`src/design/bso_pkg.sv`:
```
// ----------------------------------------------------------------------------
// bso_pkg
// Shared constants and types for the box-sphere overlap mask block.
// ----------------------------------------------------------------------------
package bso_pkg;
  localparam int MAX_SPHERES = 1024;
  localparam int WORD_BITS   = 32;
  localparam int IDX_W       = $clog2(MAX_SPHERES);
  localparam int BIT_W       = $clog2(WORD_BITS);
  localparam int WI_W        = IDX_W - BIT_W;
  localparam int CNT_W       = IDX_W + 1;
  localparam int QDEPTH      = 2;

  localparam logic CMD_LOAD  = 1'b0;
  localparam logic CMD_QUERY = 1'b1;

  typedef struct packed {
    logic               command;
    logic [IDX_W-1:0]   sphere_index;
    logic signed [31:0] center_x;
    logic signed [31:0] center_y;
    logic signed [31:0] center_z;
    logic [30:0]        sphere_radius;
    logic signed [31:0] box_low_x;
    logic signed [31:0] box_low_y;
    logic signed [31:0] box_low_z;
    logic signed [31:0] box_high_x;
    logic signed [31:0] box_high_y;
    logic signed [31:0] box_high_z;
  } item_t;

  typedef struct packed {
    logic               is_load;
    item_t              item;
  } queue_entry_t;

  typedef struct packed {
    logic signed [31:0] cx;
    logic signed [31:0] cy;
    logic signed [31:0] cz;
    logic [30:0]        r;
  } sphere_t;

  typedef struct packed {
    logic [WORD_BITS-1:0] hit_mask;
    logic [WI_W-1:0]      word_index;
    logic [CNT_W-1:0]     hit_count;
    logic                 last;
  } word_t;
endpackage

```
`src/design/bso_front.sv`:
```
// ----------------------------------------------------------------------------
// bso_front
// Accepts input transactions, tags loads and queries, and queues them.
// ----------------------------------------------------------------------------
module bso_front import bso_pkg::*; (
  input  logic         clk,
  input  logic         rst,
  input  logic         in_valid,
  output logic         in_ready,
  input  item_t        in_item,
  output logic         head_valid,
  output queue_entry_t head,
  input  logic         pop
);
  localparam int PW = $clog2(QDEPTH);

  queue_entry_t     queue [QDEPTH];
  logic [PW-1:0]    wr_ptr;
  logic [PW-1:0]    rd_ptr;
  logic [PW:0]      fill;
  logic             push;
  logic             do_pop;

  assign in_ready   = (fill != (PW+1)'(QDEPTH));
  assign push       = in_valid && in_ready;
  assign head_valid = (fill != '0);
  assign do_pop     = pop && head_valid;
  assign head       = queue[rd_ptr];

  always_ff @(posedge clk) begin
    if (push) begin
      queue[wr_ptr].is_load <= (in_item.command == CMD_LOAD);
      queue[wr_ptr].item    <= in_item;
    end
  end

  always_ff @(posedge clk) begin
    if (rst) begin
      wr_ptr <= '0;
      rd_ptr <= '0;
      fill   <= '0;
    end else begin
      if (push) wr_ptr <= wr_ptr + 1'b1;
      if (do_pop) rd_ptr <= rd_ptr + 1'b1;
      fill <= fill + (PW+1)'(push) - (PW+1)'(do_pop);
    end
  end
endmodule

```
`config.mk`:
```
export PLATFORM = sky130hd
export DESIGN_NAME = bso_front
export DESIGN_NICKNAME = d
export VERILOG_FILES = /design/src/design/bso_pkg.sv /design/src/design/bso_front.sv
export SDC_FILE = /design/constraint.sdc
export NUM_CORES = 1
export LEC_CHECK = 0
export BUFFER_PORTS_ARGS = -buffer_cell sky130_fd_sc_hd__buf_2
export CORE_AREA = 3 3 259 261
export DETAILED_ROUTE_END_ITERATION = 10
export DIE_AREA = 0 0 262 264
export GPL_TIMING_DRIVEN = 1
export PLACE_DENSITY = 0.64
export SYNTH_ARGS = -nofsm -noshare
export SYNTH_HDL_FRONTEND = slang
export SYNTH_SLANG_ARGS = --single-unit
export TNS_END_PERCENT = 10
```
`constraint.sdc`:
```
create_clock -name clk -period 13.42 [get_ports clk]
set_clock_uncertainty 0.15 [all_clocks]
set_input_delay 2.013 -clock clk [delete_from_list [all_inputs] [get_ports clk]]
set_output_delay 2.013 -clock clk [all_outputs]
set_load 0.01 [all_outputs]
```
==> results of run 1 <==
==> registers in the layout (all words and copies together) (netlist names), named ones only <==
name    cells
queue     662
fill        2
wr_ptr      1
rd_ptr      1
==> layer usage <==
layer  track usage [%]  up-vias
met3              4.81      117
met5                 0        -
met2              28.7      448
li1                  -     5698
met4              6.90       12
met1              17.7     6279
==> synthesized netlist by cell type <==
cell type | instances | area (um2)
sky130_fd_sc_hd__o21ai_0 | 2 | 10.0
sky130_fd_sc_hd__nand3_1 | 1 | 5.00
sky130_fd_sc_hd__buf_6 | 32 | 360
sky130_fd_sc_hd__mux2_4 | 40 | 601
sky130_fd_sc_hd__nand2b_1 | 1 | 6.26
sky130_fd_sc_hd__xor2_1 | 1 | 8.76
sky130_fd_sc_hd__ha_1 | 1 | 12.5
sky130_fd_sc_hd__mux2_2 | 276 | 3110
sky130_fd_sc_hd__buf_2 | 5 | 25.0
sky130_fd_sc_hd__nand3b_1 | 1 | 7.51
sky130_fd_sc_hd__or2_2 | 1 | 6.26
sky130_fd_sc_hd__dfxtp_1 | 5 | 100
sky130_fd_sc_hd__mux2_1 | 16 | 180
sky130_fd_sc_hd__and3_1 | 1 | 6.26
sky130_fd_sc_hd__a211oi_1 | 1 | 7.51
sky130_fd_sc_hd__nor2b_1 | 3 | 18.8
sky130_fd_sc_hd__edfxtp_1 | 662 | 19900
sky130_fd_sc_hd__nor2_1 | 5 | 18.8
sky130_fd_sc_hd__inv_1 | 2 | 7.51
sky130_fd_sc_hd__a21bo_2 | 2 | 20.0
sky130_fd_sc_hd__a21oi_1 | 1 | 5.00
sky130_fd_sc_hd__a32oi_1 | 1 | 8.76
==> kinds of logic (layout without fill, tap and decap cells) <==
| group | after synthesis | in the layout | synth area share, % |
|---|---|---|---|
| DFF | 667 | 667 | 81.9 |
| muxes | 332 | 332 | 15.9 |
| buffers and inverters | 39 | 801 | 1.61 |
| and+or+nand+nor | 13 | 13 | 0.282 |
| AOI/OAI and AO/OA | 7 | 7 | 0.210 |
| adders and majority gates | 1 | 1 | 0.0513 |
| xor gates and xnor gates | 1 | 1 | 0.0359 |
| other | 0 | 17 | 0 |
==> worst min-delay path by stage <==
stage	startpoint	end	slack, ns	cells past startpoint
after detailed placement	rd_ptr	rd_ptr	0.35	2
after floorplan	rd_ptr	flip-flop	0.32	2
final	rd_ptr	rd_ptr	0.36	2
after global placement	rd_ptr	rd_ptr	0.34	2
after global routing	rd_ptr	rd_ptr	0.39	2
after CTS	rd_ptr	rd_ptr	0.36	2
==> metrics by stage <==
| step | instance area (um2) | instances | utilization, % | hold WS [ns] | total power [W] |
|---|---|---|---|---|---|
| 2_1_floorplan | 24400 | 1060 | - | 0.322 | 0.00340 |
| 4_1_cts | 30700 | 2677 | 47.4 | 0.364 | 0.00560 |
| 6_report | 30700 | 2694 | 47.5 | 0.358 | 0.00552 |
| 5_1_grt | 30700 | 2690 | 47.5 | 0.386 | 0.00576 |
| 3_3_place_gp | 28500 | 2554 | 44.1 | 0.337 | 0.00375 |
| 3_5_place_dp | 28500 | 2554 | 44.1 | 0.347 | 0.00377 |
==> worst max-delay path, stage by stage (launching register included) <==
cell	delay, ns
sky130_fd_sc_hd__dfxtp_4	1.03
sky130_fd_sc_hd__buf_4	0.87
sky130_fd_sc_hd__buf_4	0.93
sky130_fd_sc_hd__mux2_2	0.45
sky130_fd_sc_hd__buf_2	0.15
==> layout make-up <==
class / count / area [um2]
Antenna cell: 17 / 42.5
Clock buffer: 84 / 1850
Clock inverter: 39 / 302
Fill cell: 5540 / 34000
Inverter: 2 / 15.0
Multi-Input combinational cell: 354 / 4040
Sequential cell: 667 / 20000
Tap cell: 855 / 1070
Timing Repair Buffer: 676 / 3420
==> power breakdown <==
part / leakage [nW] / internal, W / switching [W] / total, W
combinational: 4.09 / 0.000501 / 0.000596 / 0.00110
clock: 1.05 / 0.00106 / 0.000758 / 0.00182
sequential: 6.24 / 0.00254 / 0.0000710 / 0.00261
total: 11.4 / 0.00410 / 0.00142 / 0.00552
==> cells in the final DEF (no fill, tap or decap), types with 3 or more instances in the layout <==
master | synthesis | final
sky130_fd_sc_hd__buf_2 | 5 | 666
sky130_fd_sc_hd__buf_4 | 0 | 9
sky130_fd_sc_hd__bufinv_16 | 0 | 4
sky130_fd_sc_hd__clkbuf_1 | 0 | 12
sky130_fd_sc_hd__clkbuf_16 | 0 | 72
sky130_fd_sc_hd__clkinv_1 | 0 | 21
sky130_fd_sc_hd__clkinv_2 | 0 | 7
sky130_fd_sc_hd__dfxtp_1 | 5 | 4
sky130_fd_sc_hd__diode_2 | 0 | 17
sky130_fd_sc_hd__edfxtp_1 | 662 | 662
sky130_fd_sc_hd__inv_6 | 0 | 4
sky130_fd_sc_hd__mux2_1 | 16 | 16
sky130_fd_sc_hd__mux2_2 | 276 | 276
sky130_fd_sc_hd__mux2_4 | 40 | 40
sky130_fd_sc_hd__nor2_1 | 5 | 5
sky130_fd_sc_hd__nor2b_1 | 3 | 3
==> summary.md, run 1 <==
Worst setup path
* 81 — CP max FO
* primary output — CP Capture Type
* fill[0] — startpoint of the worst register-to-register path
* flip-flop — category of the worst setup path launch point
* queue[0][299] — Worst R2R End
* head[324] — destination of the critical timing path
* 4.17 ns — Critical Path AT
* flip-flop to primary output — Crit Path Class
* 5 — Reg2Reg Depth
* 11.26 ns — data required time at the worst endpoint
* 9.33 ns — register-to-register path setup slack

Clock tree
* 3 — number of buffers between clock root and the deepest sink
* sky130_fd_sc_hd__clkbuf_16 — root buf cell
* 0.57 ns — worst skew pair latency
* 0 — buffers inserted by post-CTS timing repair
* 71 — number of buffers created by CTS
* 0 — hold bufs inserted after CTS
* 3 — total number of H-tree levels
* done — clock tree from TritonCTS
* 0 — number of gates given a new drive strength after cts
* 0.06 ns — clock input transition at the sequential cells of the worst setup and hold paths
* 667 — CTS Sinks

Route
* 4.66 — Avg Vias per Cell
* 4 — length of the first detailed-routing pass in iterations
* 20900 um — Met1 Routed Length
* 0 — residual antenna-violating net count after detailed routing
* 0 — DRC viols
* 4140 um — Met3 Wirelength
* 57700 um — total wirelength of the detailed-routed design
* 30700 um — routed length on met2
* 21.4 um — WL/cell
* 12.6k — total number of vias
* 957 — DRC marker count from the first detailed-route iteration
* met5 — top layer used by detailed routing

Global route
* 24 — initial antenna violation count
* 13.5k — vias in the first global route
* 16.1% — overall global routing resource usage
* 83000 um — global-route wire length before repair
* 148 — largest net degree at the start of global routing
* 0 — remaining global-route overflow

Floorplan
* 93 — FP Rows
* 264 um — die height
* 0.0692 mm2 — full die area
* 667 — top-level port count
* 0.0647 mm2 — area of the placeable core
* 37.7% — starting density of the core
* 262 um — Horiz. Die Dim

STA
* 25.7% — worst relative slew slack
* 47.2% — crit share post-route
* no — RSZ-0062 raised after global routing
* 0 — final hold violations
* 0 — final-report setup violation count
* 158 MHz — maximum frequency from static timing analysis
* 1.11 ns — Worst-Margin Slew
* 0 ns — final sum of negative setup slack
* 0 — number of max-slew violations in the final report
* 7.09 ns — min setup slack post-route
* 6.33 ns — minimum clock period after layout

Synthesis
* 22 — number of distinct library cells after synthesis
* 0 — Warnings, synthesis
* 667 — synthesis-stage register bit count
* 1395 — post-synthesis net count
* 81.9% — sequential cell area fraction in the yosys report
* 23.0 um2 — Avg Synthesized Cell Area
* 0.0244 mm2 — cell area after synthesis
* 1060 — number of standard cells after synthesis

Power and ir drop
* 0.0000980 V — Max VDD drop
* 11.4 nW — Leak
* 180 mW/mm2 — total power divided by cell area

Place
* 7.60 ns — worst slack after detailed placement
* 0.812 — Placer Congestion
* 666 — number of I/O port buffers
* 39800 um — detailed placement HPWL

Hold path
* flip-flop to flip-flop — Hold/Removal Path Class

Run
* 0 — max-cap violations

Layout
* 59.7% — fraction of layout cells with a size suffix above 1
* 25.9% — area growth from synthesis to layout
* 2107 — Final Net Count

Outcome
* finished, final reports clean — result of the run

(Power assumes the default switching activity.)
==> inputs of run 2 (changes only) <==
Clock period 13.42 ns to 6.31 ns, I/O delays scaled along.
==> run 2 against run 1 <==
Cell count increased by 0.33%. Global-route usage down 0.074 points. Critical path depth fell by 1. Core utilization rose by 0.59 points. Worst setup slack got worse by 4.7 ns. Sequential share of layout area down 0.80 points. Count of clock-buffer cells in the layout rose by 3. Power increased by 120%. Critical path type unchanged. Largest power group unchanged. Highest routed layer unchanged.
==> summary.md, run 2 (synthesis results as in run 1) <==
Power and ir drop
* 0.000249 V — Max VDD drop, +150%
* 391 mW/mm2 — total power divided by cell area, +120%
* 11.5 nW — Leak, +1.5%

Place
* 40100 um — detailed placement HPWL, +0.90%
* 666 — number of I/O port buffers, unchanged
* 0.822 — Placer Congestion, +1.2%
* 2.94 ns — worst slack after detailed placement, -4.66 ns
* 2556 — number of cells in the design after placement, +0.078%

Worst setup path
* flip-flop — category of the worst setup path launch point
* 85 — CP max FO, +4.9%
* sky130_fd_sc_hd__dfxtp_4 — Crit-path slowest cell
* 2.77 ns — Critical Path AT, -1.40 ns
* 3.41 ns — register-to-register path setup slack, -5.92 ns
* flip-flop to primary output — Crit Path Class
* 0.94 ns — maximum cell stage delay along the critical path, -0.09 ns
* 5.21 ns — data required time at the worst endpoint, -6.05 ns
* fill[0] — startpoint of the worst register-to-register path
* primary output — CP Capture Type
* 3 — Reg2Reg Depth, -2
* queue[1][247] — Worst R2R End
* buf_12 -> mux2_2 -> buf_2 — ordered cell list for the critical path

Clock tree
* sky130_fd_sc_hd__clkbuf_16 — root buf cell
* 0 — hold bufs inserted after CTS, unchanged
* 3 — total number of H-tree levels, unchanged
* 0 — number of gates given a new drive strength after cts, unchanged
* done — clock tree from TritonCTS
* 70 — number of buffers created by CTS, -1.4%
* 667 — CTS Sinks, unchanged
* 0.05 ns — clock input transition at the sequential cells of the worst setup and hold paths, about the same
* 3 — number of buffers between clock root and the deepest sink, unchanged
* 0 — buffers inserted by post-CTS timing repair, unchanged
* 0.59 ns — worst skew pair latency, +0.02 ns

Route
* 862 — DRC marker count from the first detailed-route iteration, -9.9%
* 5 — length of the first detailed-routing pass in iterations, +1
* 21.4 um — WL/cell, about the same
* 0 — DRC viols, unchanged
* 12.6k — total number of vias, +0.49%
* 0 — residual antenna-violating net count after detailed routing, unchanged
* 4.67 — Avg Vias per Cell, +0.16%
* 57800 um — total wirelength of the detailed-routed design, +0.28%

Floorplan
* 264 um — die height, unchanged
* 37.7% — starting density of the core, unchanged
* 0.0692 mm2 — full die area, unchanged
* 262 um — Horiz. Die Dim, unchanged
* 93 — FP Rows, unchanged
* 0.0647 mm2 — area of the placeable core, unchanged
* 667 — top-level port count, unchanged

Layout
* 666 x sky130_fd_sc_hd__buf_2, 662 x sky130_fd_sc_hd__edfxtp_1, 276 x sky130_fd_sc_hd__mux2_2 — commonest non-fill, non-tap cells in the layout
* queue — Largest Register
* 27.4% — area growth from synthesis to layout
* 60.4% — fraction of layout cells with a size suffix above 1, +0.65 points
* sky130_fd_sc_hd__buf_2 — leading cell type in the layout, fill and taps excluded
* 662 — Largest register FFs, unchanged
* 2108 — Final Net Count, +0.047%
* 2703 — Finished Layout Cells, +0.33%
* 48.1% — post-layout utilization of the core, +0.59 points
* queue x662, fill x2 — Regs by FF count

Hold path
* flip-flop to flip-flop — Hold/Removal Path Class
* 2 — number of cells on the worst hold path, unchanged
* rd_ptr — startpoint of the tightest hold check path

STA
* 3.87 ns — minimum clock period after layout
* 0.361 ns — worst-case hold slack, +0.00264 ns
* 258 MHz — maximum frequency from static timing analysis
* 61.4% — crit share post-route
* 1.13 ns — Worst-Margin Slew, +0.0145 ns
* no — RSZ-0062 raised after global routing
* 0 — final-report setup violation count, unchanged
* 2.44 ns — min setup slack post-route, -4.65 ns
* 0 — final hold violations, unchanged
* 0 — number of max-slew violations in the final report, unchanged
* 24.7% — worst relative slew slack, -0.97 points

Global route
* 16.0% — overall global routing resource usage, -0.074 points
* 25 — initial antenna violation count, +4.2%
* 13.7k — vias in the first global route, +1.7%
* 82900 um — global-route wire length before repair, -0.14%
* 0 — remaining global-route overflow, unchanged
* 125 — largest net degree at the start of global routing, -16%

Run
* 0 — max-cap violations, unchanged

Outcome
* finished, final reports clean — result of the run

run 2: cell count changes in the layout (fill, tap and decap cells not counted), sizes merged:
cell    delta
inv        -2
bufinv     +7
diode      +2
clkinv     -3
buf        +2
clkbuf     +3
run 2: how the worst max path moves through the flow:
stage | from | slack, ns | end
detailed placement | in_valid | 2.94 | queue[1][70]
CTS | flip-flop | 2.29 | head[290]
global placement | flip-flop | 3.00 | head[290]
global route | flip-flop | 2.25 | head[290]
floorplan | in_valid | -1.95 | queue[0][0]
finish | flip-flop | 2.44 | head[290]
run 2: worst max-delay path: cells and delay by family, from the launching register on:
kind,cells,cell delay [ns]
buffers and inverters,2,0.64
DFF,1,0.94
muxes,1,0.46
run 2: final cells by class:
class	instances	area, um2
repair buffers	678	3500
well taps	855	1070
inverters	2	15.0
flip-flops and latches	667	20000
multi-input cells	354	4040
fillers	5496	33600
clock buffers	87	1860
diodes	19	47.5
clock inverters	41	593
run 2: power by group:
| part | total, W | switching, W | internal [W] |
|---|---|---|---|
| logic | 0.00234 | 0.00126 | 0.00108 |
| registers | 0.00555 | 0.000153 | 0.00539 |
| clock network | 0.00427 | 0.00169 | 0.00258 |
| total | 0.0122 | 0.00311 | 0.00905 |
run 2: per-layer routing:
metal  GRT usage (%)  wire length (um)  up-vias
met4            7.75              2190        8
met5               0                52        -
met1            16.5             20000     6315
li1                -                 -     5708
met2            29.6             31600      455
met3            4.39              4050      130
run 2: through the flow:
step           total power (W)  TNS, ns  instance area [um2]
3_5_place_dp           0.00802        0                28600
2_1_floorplan          0.00720  -645.04                24400
4_1_cts                 0.0123        0                31100
5_1_grt                 0.0126        0                31100
6_report                0.0122        0                31100
3_3_place_gp           0.00798        0                28600
